File: src/rtl/ps2prb_pkg.sv
// ----------------------------------------------------------------------------
// ps2prb_pkg
// Types and constants shared by the keyboard/mouse port register block:
// action codes, register numbers, status and control bits, the ID table.
// ----------------------------------------------------------------------------
package ps2prb_pkg;

    // Kind of item presented on the slave side
    typedef enum logic [1:0] {
        ACT_READ  = 2'd0,
        ACT_WRITE = 2'd1,
        ACT_LEVEL = 2'd2,
        ACT_NONE  = 2'd3
    } t_action;

    localparam int OFFSET_W  = 12;
    localparam int REG_NUM_W = OFFSET_W - 2;

    // Register numbers (byte offset >> 2)
    localparam logic [REG_NUM_W-1:0] REG_CONTROL = 10'd0;
    localparam logic [REG_NUM_W-1:0] REG_STATUS  = 10'd1;
    localparam logic [REG_NUM_W-1:0] REG_DATA    = 10'd2;
    localparam logic [REG_NUM_W-1:0] REG_CLKDIV  = 10'd3;
    localparam logic [REG_NUM_W-1:0] REG_IRQ     = 10'd4;

    // Start of the read-only ID window
    localparam logic [OFFSET_W-1:0] ID_BASE = 12'hFE0;

    // Status bits
    localparam logic [31:0] ST_TXEMPTY  = 32'h0000_0040;
    localparam logic [31:0] ST_RXFULL   = 32'h0000_0010;
    localparam logic [31:0] ST_RXPARITY = 32'h0000_0004;

    // Interrupt status: transmit interrupt always shown
    localparam logic [31:0] IRQ_ST_TX = 32'h0000_0002;

    // Control word bit positions
    localparam int CR_RXIRQ_EN  = 4;
    localparam int CR_FORCE_IRQ = 3;

    // One input item
    typedef struct packed {
        t_action        action;
        logic [11:0]    offset;
        logic [31:0]    write_data;
        logic           ready_level;
        logic [7:0]     rx_byte;
    } t_item;

    // One result item
    typedef struct packed {
        logic [31:0]    read_data;
        logic           irq_out;
        logic           tx_valid;
        logic [7:0]     tx_byte;
        logic           rx_taken;
        logic           bad_offset;
    } t_result;

    // Fixed identification bytes
    function automatic logic [7:0] id_byte(input logic [2:0] idx);
        logic [7:0] b;
        case (idx)
            3'd0:    b = 8'h50;
            3'd1:    b = 8'h10;
            3'd2:    b = 8'h04;
            3'd3:    b = 8'h00;
            3'd4:    b = 8'h0D;
            3'd5:    b = 8'hF0;
            3'd6:    b = 8'h05;
            3'd7:    b = 8'hB1;
            default: b = 8'h00;
        endcase
        return b;
    endfunction

endpackage

File: src/rtl/ps2prb_regs.sv
// ----------------------------------------------------------------------------
// ps2prb_regs
// Register file and access decode: holds control, divisor, last received
// byte and the pending flag, and forms the result of one item.
// ----------------------------------------------------------------------------
module ps2prb_regs (
    input  logic                i_clk,
    input  logic                i_rst_n,
    input  logic                i_fire,
    input  ps2prb_pkg::t_item   i_item,
    output ps2prb_pkg::t_result o_result
);
    import ps2prb_pkg::*;

    logic [31:0]          r_control;
    logic [31:0]          r_clkdiv;
    logic [7:0]           r_last_rx;
    logic                 r_pending;
    logic [31:0]          n_control;
    logic [31:0]          n_clkdiv;
    logic [7:0]           n_last_rx;
    logic                 n_pending;
    logic [REG_NUM_W-1:0] reg_num;
    t_result              res;

    assign reg_num = i_item.offset[OFFSET_W-1:2];

    // Access decode and next state
    always_comb begin
        n_control = r_control;
        n_clkdiv  = r_clkdiv;
        n_last_rx = r_last_rx;
        n_pending = r_pending;
        res       = '0;
        case (i_item.action)
            ACT_READ: begin
                if (i_item.offset >= ID_BASE) begin
                    res.read_data = {24'd0, id_byte(i_item.offset[4:2])};
                end else begin
                    case (reg_num)
                        REG_CONTROL: res.read_data = r_control;
                        REG_STATUS: begin
                            res.read_data = ST_TXEMPTY
                                | (^r_last_rx ? ST_RXPARITY : 32'd0)
                                | (r_pending ? ST_RXFULL : 32'd0);
                        end
                        REG_DATA: begin
                            // a pending byte is latched by the read
                            if (r_pending) begin
                                n_last_rx    = i_item.rx_byte;
                                res.rx_taken = 1'b1;
                            end
                            res.read_data = {24'd0, n_last_rx};
                        end
                        REG_CLKDIV: res.read_data = r_clkdiv;
                        REG_IRQ:    res.read_data = IRQ_ST_TX | {31'd0, r_pending};
                        default:    res.bad_offset = 1'b1;
                    endcase
                end
            end
            ACT_WRITE: begin
                case (reg_num)
                    REG_CONTROL: n_control = i_item.write_data;
                    REG_DATA: begin
                        res.tx_valid = 1'b1;
                        res.tx_byte  = i_item.write_data[7:0];
                    end
                    REG_CLKDIV: n_clkdiv = i_item.write_data;
                    default:    res.bad_offset = 1'b1;
                endcase
            end
            ACT_LEVEL: n_pending = i_item.ready_level;
            default: ;
        endcase
        // interrupt level after the item
        res.irq_out = (n_pending & n_control[CR_RXIRQ_EN]) | n_control[CR_FORCE_IRQ];
    end

    assign o_result = res;

    // State registers
    always_ff @(posedge i_clk) begin
        if (!i_rst_n) begin
            r_control <= '0;
            r_clkdiv  <= '0;
            r_last_rx <= '0;
            r_pending <= 1'b0;
        end else if (i_fire) begin
            r_control <= n_control;
            r_clkdiv  <= n_clkdiv;
            r_last_rx <= n_last_rx;
            r_pending <= n_pending;
        end
    end

endmodule

File: src/rtl/ps2_port_register_block.sv
// ----------------------------------------------------------------------------
// ps2_port_register_block
// Keyboard/mouse serial port register block with a streaming item interface.
// ----------------------------------------------------------------------------
// Each slave-side item (bus read, bus write, receive-ready level change or
// no action) gives exactly one master-side result item. Items pass through
// an input register, one decode step against the register file, and a
// result register, which presents the result once the decode step has run;
// one item per clock is sustained while the master side takes results,
// set by the single decode step that updates the register state. The input
// register keeps taking items while a result waits, until both registers
// are full. The device kind register is written through i_cfg_we and
// i_cfg_wdata, by the user only while the block is idle; the block itself
// does not enforce this. The register does not change any result.
module ps2_port_register_block (
    input  logic        i_clk,
    input  logic        i_rst_n,
    // configuration: device kind, 1 mouse, 0 keyboard
    input  logic        i_cfg_we,
    input  logic        i_cfg_wdata,
    // slave side
    input  logic        s_axis_tvalid,
    output logic        s_axis_tready,
    // [11:0] offset, [43:12] write_data, [44] ready_level, [52:45] rx_byte,
    // [55:53] zero
    input  logic [55:0] s_axis_tdata,
    // [1:0] action
    input  logic [1:0]  s_axis_tuser,
    // master side
    output logic        m_axis_tvalid,
    input  logic        m_axis_tready,
    // [31:0] read_data, [32] irq_out, [33] tx_valid, [41:34] tx_byte,
    // [42] rx_taken, [43] bad_offset, [47:44] zero
    output logic [47:0] m_axis_tdata
);
    import ps2prb_pkg::*;

    logic    r_device_is_mouse;
    logic    r_in_valid;
    t_item   r_in_item;
    logic    r_out_valid;
    t_result r_out_result;
    t_result result;
    logic    advance;

    // Item moves from input register to result register
    assign advance       = r_in_valid && (!r_out_valid || m_axis_tready);
    assign s_axis_tready = !r_in_valid || advance;

    // Device kind register
    always_ff @(posedge i_clk) begin
        if (!i_rst_n) begin
            r_device_is_mouse <= 1'b0;
        end else if (i_cfg_we) begin
            r_device_is_mouse <= i_cfg_wdata;
        end
    end

    // Input register
    always_ff @(posedge i_clk) begin
        if (!i_rst_n) begin
            r_in_valid <= 1'b0;
        end else if (s_axis_tready) begin
            r_in_valid <= s_axis_tvalid;
        end
    end

    always_ff @(posedge i_clk) begin
        if (s_axis_tvalid && s_axis_tready) begin
            r_in_item.action      <= t_action'(s_axis_tuser);
            r_in_item.offset      <= s_axis_tdata[11:0];
            r_in_item.write_data  <= s_axis_tdata[43:12];
            r_in_item.ready_level <= s_axis_tdata[44];
            r_in_item.rx_byte     <= s_axis_tdata[52:45];
        end
    end

    // Register file and decode
    ps2prb_regs u_regs (
        .i_clk    (i_clk),
        .i_rst_n  (i_rst_n),
        .i_fire   (advance),
        .i_item   (r_in_item),
        .o_result (result)
    );

    // Result register
    always_ff @(posedge i_clk) begin
        if (!i_rst_n) begin
            r_out_valid <= 1'b0;
        end else if (advance) begin
            r_out_valid <= 1'b1;
        end else if (m_axis_tready) begin
            r_out_valid <= 1'b0;
        end
    end

    always_ff @(posedge i_clk) begin
        if (advance) begin
            r_out_result <= result;
        end
    end

    assign m_axis_tvalid = r_out_valid;
    assign m_axis_tdata  = {4'd0,
                            r_out_result.bad_offset,
                            r_out_result.rx_taken,
                            r_out_result.tx_byte,
                            r_out_result.tx_valid,
                            r_out_result.irq_out,
                            r_out_result.read_data};

`ifndef SYNTHESIS
    // a byte sent to the device never comes with read data or a bad offset
    a_tx_clean: assert property (@(posedge i_clk) disable iff (!i_rst_n)
        (m_axis_tvalid && r_out_result.tx_valid) |->
            (r_out_result.read_data == 32'd0 && !r_out_result.bad_offset
             && !r_out_result.rx_taken))
        else $error("tx result carries read fields");

    // no result right after reset
    a_reset_empty: assert property (@(posedge i_clk)
        !i_rst_n |=> (!m_axis_tvalid && !r_in_valid))
        else $error("item registers not cleared by reset");

    // both registers full and master stalled: no new item taken
    a_full_stall: assert property (@(posedge i_clk) disable iff (!i_rst_n)
        (r_in_valid && m_axis_tvalid && !m_axis_tready) |-> !s_axis_tready)
        else $error("item accepted while pipeline full");

    // device kind follows the last configuration write
    a_cfg_write: assert property (@(posedge i_clk) disable iff (!i_rst_n)
        i_cfg_we |=> (r_device_is_mouse == $past(i_cfg_wdata)))
        else $error("device kind register not written");
`endif

endmodule
File: config.mk
export PLATFORM = sky130hd
export DESIGN_NAME = ps2_port_register_block
export DESIGN_NICKNAME = d
export VERILOG_FILES = /design/src/rtl/ps2prb_pkg.sv /design/src/rtl/ps2prb_regs.sv /design/src/rtl/ps2_port_register_block.sv
export SDC_FILE = /design/constraint.sdc
export NUM_CORES = 1
export LEC_CHECK = 0
export BUFFER_PORTS_ARGS = -buffer_cell sky130_fd_sc_hd__buf_2
export CORE_UTILIZATION = 25
export DETAILED_ROUTE_END_ITERATION = 8
export GPL_ROUTABILITY_DRIVEN = 0
export REMOVE_ABC_BUFFERS = 1
export SYNTH_ARGS = -nofsm -noshare
export SYNTH_HDL_FRONTEND = slang
export SYNTH_SLANG_ARGS = --single-unit
File: constraint.sdc
create_clock -name i_clk -period 3.1 [get_ports i_clk]
set_input_delay 0.62 -clock i_clk [delete_from_list [all_inputs] [get_ports i_clk]]
set_output_delay 0.62 -clock i_clk [all_outputs]
set_load 0.01 [all_outputs]
---- Yosys cells after proc, flatten, opt, wreduce, memory -nomap -nowiden ----
Memory sizes are Yosys's and may differ from the RTL's. A register that Yosys moved wholly into a read port is not among the register bits.
Cells that the tools add are included.
storage, ports and cells
  register bits after elaboration ......... 174
  latch bits .............................. 0
  memory bits (writable) .................. 0
  memory bits (read-only) ................. 56
  input bits .............................. 64
  output and inout port bits .............. 50
  logic and storage cells ................. 68
  memories kept ........................... 1
cells by class
  add/subtract/negate cells ............... 0
  multiply operators ...................... 0
  divide/modulo/power cells ............... 0
  order comparisons ....................... 1
  equality and inequality tests ........... 6
  shift operators ......................... 0
  multiplexer cells ....................... 17
  bitwise gates (word level) .............. 6
  reductions and logical operators ........ 18
memories
  name              depth  bits a word  read ports  clocked after memory_dff  wr ports  line              RTL
  (name not given)  8      7            1           1                         0         ps2prb_pkg.sv:63  case (idx)
operators with widths
  operator                                                           number
  32-bit case mux with 5 select lines                                1
  32-bit OR                                                          1
  10-bit by 2-bit == test with 1-bit output (second input constant)  2
  8-bit 2-to-1 mux                                                   2
  5-bit 2-to-1 mux                                                   3
  12-bit greater-or-equal comparator (second input constant)         1
  10-bit by 1-bit == test with 1-bit output (second input constant)  1
  10-bit by 3-bit == test with 1-bit output (second input constant)  1
  10-bit zero test                                                   1
  9-bit 2-to-1 mux                                                   1
  8-bit parity                                                       1
  1-bit 2-to-1 mux                                                   7
  3-bit 2-to-1 mux                                                   2
  3-bit AND reduction                                                2
  3-bit OR reduction                                                 2
  5-bit OR reduction                                                 1
  4-bit AND reduction                                                1
  1-bit NOT                                                          3
  2-bit by 1-bit == test with 1-bit output (second input constant)   1
  2-bit == test (second input constant)                              1
  1-bit logical AND                                                  2
  1-bit zero test                                                    2
  2-bit zero test                                                    1
  1-bit logical OR                                                   2
  other kinds (6)                                                    6

---- Longest topological paths before layout ----
Gate-level depths: netlist of the first run.
  depth after elaboration ................. 6
  depth in mapped cells ................... 8
  depth with buffers taken out ............ 4

---- Modules after synthesis ----
Synthesis of the first run repeated with hierarchy kept, for this count alone.
second synthesis, totals
  cells, all modules ...................... 594
  area, all modules ....................... 6864.1 sq um
modules (own cells, without submodules)
  module                   times used  cells each  area an instance (sq um)  seq. area each (sq um)
  ps2prb_regs              1           481         3753.6                    1461.4
  ps2_port_register_block  1           113         3110.5                    3012.9

---- Worst setup path before layout of the first run ----
Ideal clock, no wire load.
  path kind ............................... input to register
  start point ............................. in m_axis_tready
  end point ............................... reg r_out_result (netlist bit m_axis_tdata[0]) (enable)
  library setup time ...................... 445 ps
  arrival ................................. 2534 ps
  data required time ...................... 2655 ps
  path slack .............................. 120 ps
  stages on the path ...................... 2
  path buffers ............................ 0
  path through ............................ nor2b_1 nor2_1
between the ends
  longest elaborated chain between the ends .. 2
ends and longest elaborated chain
  element               line                            RTL
  from (decl)           ps2_port_register_block.sv:31   input logic m_axis_tready,
  1-bit logical OR      ps2_port_register_block.sv:47   assign advance = r_in_valid && (!r_out_valid || m_axis_tready);
  1-bit logical AND     ps2_port_register_block.sv:47
  via advance           ps2_port_register_block.sv:44   logic advance;
  to (signal assigned)  ps2_port_register_block.sv:100  r_out_result <= result;
  to (decl)             ps2_port_register_block.sv:42   t_result r_out_result;
The timed path passes the listed nets, and every way through them passes these cells.
A chain may end at the register's enable or synchronous reset.

---- Final worst setup path of the first run ----
  start point ............................. reg r_in_item[48] in the netlist's numbering
  end point ............................... reg r_out_result (netlist bit m_axis_tdata[35]), data pin
between the ends
  longest elaborated chain between the ends .. 2
ends and longest elaborated chain
  element                                    line                           RTL
  from (decl)                                ps2_port_register_block.sv:40  t_item r_in_item;
  10-bit by 2-bit == test with 1-bit output  ps2prb_regs.sv:62              case (reg_num)
  2-bit AND reduction (no source line)       n/a
Every way passes these cells.

==> results of run 1 <==
## cells in the mapped netlist (3+ instances only)
cell type   n
a22o_1      4
a22oi_1    25
dfxtp_1    81
xnor2_1     7
edfxtp_1   97
o21ai_1     3
nor3_1      6
o31ai_1     8
nand2b_1    3
and2_1     10
nand3_1    70
a21oi_1     8
a21boi_1   39
nor4_1      3
buf_2       3
o21ai_0    71
clkbuf_1   33
nand2_1    12
or2_2       3
inv_1       5
nor2b_1     3
mux2i_1    10
mux2_2      3
nand4_1    11
a32oi_1     3
a21boi_0   35
nand3b_1    4
nor2_1     33
buf_4       8
buf_6       8
## layout make-up
cell class	count	area share
diodes	1	0.000282
clock buffers	21	0.0531
clock inverters	11	0.0114
inverters	5	0.00212
multi-input cells	405	0.290
flip-flops and latches	178	0.511
well taps	384	0.0542
repair buffers	122	0.0773
## where the power goes
group	total, mW	internal (mW)	switching (mW)
sequential	2.61	2.56	0.0499
combinational	0.224	0.0844	0.139
clock	2.11	1.18	0.936
total	4.95	3.82	1.13
## flip-flops by register name, indices dropped and copies added, names as in the netlist, named ones only
signal / count
m_axis_tvalid: 1
r_in_item: 53
u_regs.r_pending: 1
u_regs.r_last_rx: 8
r_in_valid: 1
m_axis_tdata: 44
u_regs.r_control: 32
u_regs.r_clkdiv: 32
## worst max-delay path, delay by kind of cell (launching register included)
kind,cells,cell delay (ns)
buf+inv,1,0.24
simple gates,4,1.47
flops,1,0.46
## routing by layer
layer / global-route usage / vias up / share of wire
met5: 0 / - / 0
met1: 0.165 / 2701 / 0.45
li1: - / 2573 / -
met2: 0.207 / 145 / 0.48
met3: 0.0298 / 20 / 0.047
met4: 0.0428 / 0 / 0.015
## layout by cell type, fill, tap and decap left out, drive strengths merged, types with 7 or more instances in the layout
| master | instances |
|---|---|
| buf | 122 |
| edfxtp | 97 |
| dfxtp | 81 |
| o21ai | 74 |
| a21boi | 74 |
| nand3 | 70 |
| nor2 | 34 |
| a22oi | 25 |
| clkbuf | 21 |
| nand2 | 12 |
| nand4 | 11 |
| and2 | 10 |
| mux2i | 10 |
| nor3 | 9 |
| inv | 9 |
| a21oi | 8 |
| o31ai | 8 |
| xnor2 | 7 |
## metrics by stage
stage	setup slack [ns]	hold WS, ns	cells	total power, mW
after CTS	0.770	0.336	1126	5.03
after global placement	0.873	0.460	1094	2.89
after floorplan	0.120	0.445	588	2.75
final	0.795	0.367	1127	4.95
after global routing	0.722	0.339	1126	5.13
after detailed placement	0.825	0.465	1094	2.89
## how the worst max path moves through the flow
stage | start | to | slack [ns] | depth (start not counted)
2_1_floorplan | m_axis_tready | m_axis_tdata[0] | 0.12 | 2
3_3_place_gp | r_in_item[48] | m_axis_tdata[35] | 0.87 | 5
3_5_place_dp | r_in_item[48] | m_axis_tdata[35] | 0.82 | 5
4_1_cts | r_in_item[48] | m_axis_tdata[35] | 0.77 | 5
5_1_grt | r_in_item[48] | m_axis_tdata[35] | 0.72 | 5
6_report | r_in_item[48] | m_axis_tdata[35] | 0.80 | 5
## logic make-up (layout without fill, tap and decap cells)
family	Yosys count	in the layout
buffers and inverters	59	159
muxes	14	14
DFF	178	178
other	1	5
xor gates and xnor gates	7	7
AOI/OAI and AO/OA	206	206
and+or+nand+nor	174	174
==> results by group, run 1 <==
Status
  – Status: complete, no violations

Yosys
  – Ys Warns: 0
  – Synth Cell Area: between 7000 and 8000 um2
  – Cells after synthesis: around 640
  – EDFF count, synth: 97
  – Dominant cells by area after synthesis: edfxtp_1, dfxtp_1, o21ai_0
  – Simple-gate share of the synthesized area: 0.128
  – XOR/XNOR Fraction of Synth Area: 0.00831
  – Synth Area in Compound Gates: 0.184
  – Post-synth top flop: edfxtp_1
  – Flops & latches, synth: 178
  – Post-Synth Adder-Cell Area: 0
  – Seq/Total Area, Yosys: 0.615
  – Fraction of registers with async set/reset: 0
  – Syn_area_per_cell: around 12 um2
  – Largest family of logic cells by synthesized area: compound AO/OA/AOI/OAI gates
  – Fraction of synthesized area in multiplexers: 0.0212
  – Post-synthesis cell type count: 54
  – Leading area contributor after synthesis: edfxtp_1
  – Top cell type's share of synthesized area: 0.395

Routing
  – Routed Antenna Nets: 0
  – DR DRC count: 0
  – Iter 0 DRT Violations: ~510
  – Vias: 5439
  – Total iterations of the first detailed-routing run: 5
  – WL per Instance: roughly 17 um
  – Via/cell ratio: approximately 4.8
  – Wirelength, routed: 19.0 mm

Floorplanning
  – Core Rows: a little over 60
  – Die Height: around 170 um
  – Die width: roughly 170 um
  – Starting Density: 0.256
  – Core outline area: 28900 um2
  – I/O pins: roughly 110
  – Die area: a little over 30000 um2

Clock network
  – CTS max path bufs: 2
  – Num CTS Buffers: 17
  – CTS tree: done
  – Clock latency on the worst-skew pair: around 0.43 ns
  – Clk sinks: ~180
  – H-tree lvl count: 4
  – Clock root buffer master: clkbuf_16
  – Worst-path clk slew: 0.07 ns
  – CTS hold repair buffers: 0
  – Post-CTS sizing: 0
  – Setup repair bufs after CTS: 0

Worst setup path
  – Endpoint class of the critical path: flip-flop
  – Worst setup SP type: flip-flop
  – WP data arrival: ~2.6 ns
  – R2R Path Start: r_in_item[48]
  – CP max-delay cell: nor4_2
  – Crit-path cells: nor4_2, nand2_1, nor4_4, buf_4, and2_1
  – Worst path max stage delay: 0.59 ns
  – WP data required: about 3.4 ns
  – Slack of the worst reg-to-reg path: 0.80 ns
  – WS Path Type: reg2reg
  – Worst reg2reg path depth: 5
  – Worst Path Max Fanout: 6
  – Reg-to-reg endpoint: m_axis_tdata[35]

Cells and area
  – FF/Latch Area: 4530 um2
  – Final nets: slightly below 800
  – Multi-input logic area: between 2000 and 3000 um2
  – Filler Cells Inserted: between 2000 and 3000
  – Final instance area: 8870 um2
  – Layout area overhead: 20.2%
  – Layout Utilization: 0.307
  – Proportion of layout cells with a drive suffix above 1: 0.232

Power
  – P per Cell Area: about 560 nW/um2
  – Leak: between 2 and 3 nW
  – Worst VDD drop: 249 uV

STA
  – Slew headroom: 0.410
  – Peak Freq: about 430 MHz
  – Finish-stage setup viols: 0
  – RSZ-0062 raised after global routing: false
  – Setup TNS: 0 ns
  – Clock Skew: between 0.01 and 0.015 ns
  – Period utilization: 0.743
  – Hold Vio Cnt, Final: 0
  – Pins Over Slew Limit: 0
  – Slew @ Worst Pin: 0.880 ns
  – Min cycle time layout: between 2 and 2.5 ns

Place
  – Port bufs: 102
  – Post-DP HPWL: 12.1 mm
  – Placement-stage cell area: between 8000 and 9000 um2

GRT
  – All-Layer GR Usage: 0.127
  – Largest net degree at the start of global routing: 65
  – First-pass GRT wire length: 29.4 mm
  – Initial antenna violation count: 1
  – Grt ovf: 0
  – Vias in the first global route: approximately 5200

Worst hold path
  – Worst hold path class: in2reg
  – Hold depth: 1
  – WHS Endpoint: r_in_item[27]
  – Hold Crit Start: s_axis_tdata[30]

Flow run
  – Max_cap viols: 0
Note: power is estimated with default switching activity, not from simulation.
==> run 2: changes to the inputs <==
- clock period: 3.1 -> 1.9 ns (I/O delays scaled with it)
==> run 2 against run 1 <==
Compared with the run above: the flow now finishes with violations (setup timing); fmax is 17% higher; power grew 74%; routed wire length rose by 11%; clock power increased by 86%; first-iteration DRC count down 32%; register-to-register slack got worse by 0.86 ns; die area is the same; worst hold slack lost 0.25 ns; global-route usage is 0.85 points higher; utilization rose by 4.0 points; critical path type unchanged; critical endpoint is now u_regs.r_control[28]; largest cell class unchanged; largest power group unchanged; highest routed layer unchanged.
==> results by group, run 2 (synthesis results as in run 1) <==
Status
  – Status: finished, violations left
  – Failing checks: setup timing

Cells and area
  – Commonest non-fill, non-tap cell in the layout: buf_2
  – Most frequent cells in the layout: buf_2, edfxtp_1, dfxtp_1
  – Largest reg by FF count: r_in_item
  – Final nets: roughly 840
  – Layout area overhead: 35.7%
  – Final instance area: 10000 um2
  – Layout Utilization: 0.347
  – Proportion of layout cells with a drive suffix above 1: 0.359
  – Number of flip-flops in the largest register: 53

STA
  – Peak Freq: 508 MHz
  – Period utilization: 1.04
  – Slew @ Worst Pin: roughly 0.54 ns
  – Slew headroom: 0.642
  – Hold Vio Cnt, Final: 0
  – Setup TNS: -1.46 ns
  – Pins Over Slew Limit: 0
  – Final WS setup: -0.0678 ns
  – Min cycle time layout: ~2 ns
  – RSZ-0062 raised after global routing: true
  – Finish-stage setup viols: 46
  – Clock Skew: between 0.009 and 0.01 ns

Power
  – Total power: 8.63 mW
  – Clock network power share: 0.455
  – Combinational share of power: 0.052
  – Seq pwr share: 0.493
  – P per Cell Area: between 800 and 900 nW/um2
  – Pint: between 6 and 7 mW
  – Switching Fraction: 0.222
  – Sw power: between 1.5 and 2 mW
  – Worst VDD drop: between 300 and 400 uV
  – Leak: around 3.4 nW

Worst setup path
  – Worst path max stage delay: slightly above 0.6 ns
  – WP data arrival: about 2.3 ns
  – Endpoint class of the critical path: flip-flop
  – CP max-delay cell: or4_4
  – WS Path Type: reg2reg
  – Slack of the worst reg-to-reg path: -0.07 ns
  – R2R Path Start: r_in_item[48]
  – Worst path most repeated cell: buf_6
  – Worst setup SP type: flip-flop
  – Worst Path Max Fanout: 6
  – Crit-path cells: or4_4, nor3_4, buf_6, buf_6, buf_8, nand3_1, a21boi_1
  – Reg-to-reg endpoint: u_regs.r_control[28]
  – Worst reg2reg path depth: 7
  – WP data required: between 2 and 2.5 ns

Routing
  – Routed Antenna Nets: 0
  – DR WL met2: between 10 and 15 mm
  – Total iterations of the first detailed-routing run: 5
  – M1 WL: about 9.7 mm
  – Iter 0 DRT Violations: around 340
  – Via/cell ratio: about 4.8
  – WL per Instance: between 15 and 20 um
  – Uppermost layer routed: met4
  – Metal3 WL: ~900 um
  – Vias: around 5600
  – DR DRC count: 0
  – Wirelength, routed: approximately 21 mm

Floorplanning
  – Die Height: ~170 um
  – Starting Density: 0.256
  – I/O pins: around 110
  – Core outline area: just under 30000 um2
  – Die width: around 170 um
  – Die area: between 30000 and 40000 um2
  – Core Rows: a little over 60

GRT
  – Initial antenna violation count: 2
  – Grt ovf: 0
  – Vias in the first global route: ~5400
  – Largest net degree at the start of global routing: 76
  – First-pass GRT wire length: around 31 mm
  – All-Layer GR Usage: 0.135

Clock network
  – CTS tree: done
  – Clock latency on the worst-skew pair: around 0.43 ns
  – Clk sinks: about 180
  – Clock root buffer master: clkbuf_16
  – CTS hold repair buffers: 0
  – Num CTS Buffers: 17
  – H-tree lvl count: 4
  – Worst-path clk slew: approximately 0.070 ns
  – CTS max path bufs: 2

Flow run
  – Max_cap viols: 0

Place
  – Port bufs: 102
  – Pre-CTS WS: -0.215 ns
  – Post-DP HPWL: 12.6 mm
  – Placement-stage cell area: approximately 8600 um2

Worst hold path
  – WHS Endpoint: r_in_item[26]
  – Hold Crit Start: s_axis_tdata[29]
  – Worst hold path class: in2reg
  – Hold depth: 1
run 2: changes by cell type in the layout (fill, tap and decap cells not counted), sizes merged:
| cell | before | now |
|---|---|---|
| diode | 1 | 2 |
| clkbuf | 21 | 20 |
| bufinv | 1 | 5 |
| clkinv | 4 | 3 |
| clkinvlp | 2 | 3 |
| buf | 122 | 167 |
run 2: how the worst max path moves through the flow:
stage | start | end | slack (ns)
after global placement | r_in_item[47] | u_regs.r_control[9] | -0.19
after floorplan | r_in_item[54] | u_regs.r_clkdiv[0] | -1.0
after global routing | r_in_item[48] | m_axis_tdata[5] | -0.14
final | r_in_item[48] | u_regs.r_control[28] | -0.07
after CTS | r_in_item[50] | u_regs.r_control[12] | -0.09
after detailed placement | r_in_item[47] | u_regs.r_control[12] | -0.22
run 2: metrics by stage:
step	instances	hold WS (ns)
2_1_floorplan	588	0.445
3_3_place_gp	1125	0.461
3_5_place_dp	1125	0.464
4_1_cts	1171	0.0989
5_1_grt	1174	0.0951
6_report	1176	0.115
run 2: what timing repair did:
item | in CTS | in global routing
cloned | 4 | 5
pin swaps | 22 | 80
setup endpoints to repair | 101 | 111
gates resized for setup | 40 | 88
setup buffers | 11 | 2
run 2: worst max-delay path, delay by kind of cell (launching register included):
family	cells	cell delay (ns)
buf+inv	3	0.42
simple gates	3	0.94
flops	1	0.40
compound gates	1	0.14
run 2: layout make-up:
class	instances	area [um2]
antenna	2	5.00
clock buffer	17	425
clock inverter	15	229
fill	2897	18800
inverter	5	18.8
multi-input combinational	405	2920
sequential	178	4530
tap	384	480
timing repair buffer	170	1400
run 2: per-layer routing:
metal	vias to the layer above	global-route usage
met3	14	0.0289
met4	0	0.0336
met5	-	0
li1	2672	-
met1	2774	0.181
met2	133	0.223
run 2: power by group through the flow:
stage / Combinational (mW) / Clock (mW) / Sequential (mW)
floorplan: 0.152 / 0 / 4.34
global placement: 0.421 / 0 / 4.33
detailed placement: 0.425 / 0 / 4.33
CTS: 0.442 / 4.02 / 4.24
global route: 0.484 / 4.18 / 4.26
finish: 0.449 / 3.93 / 4.25
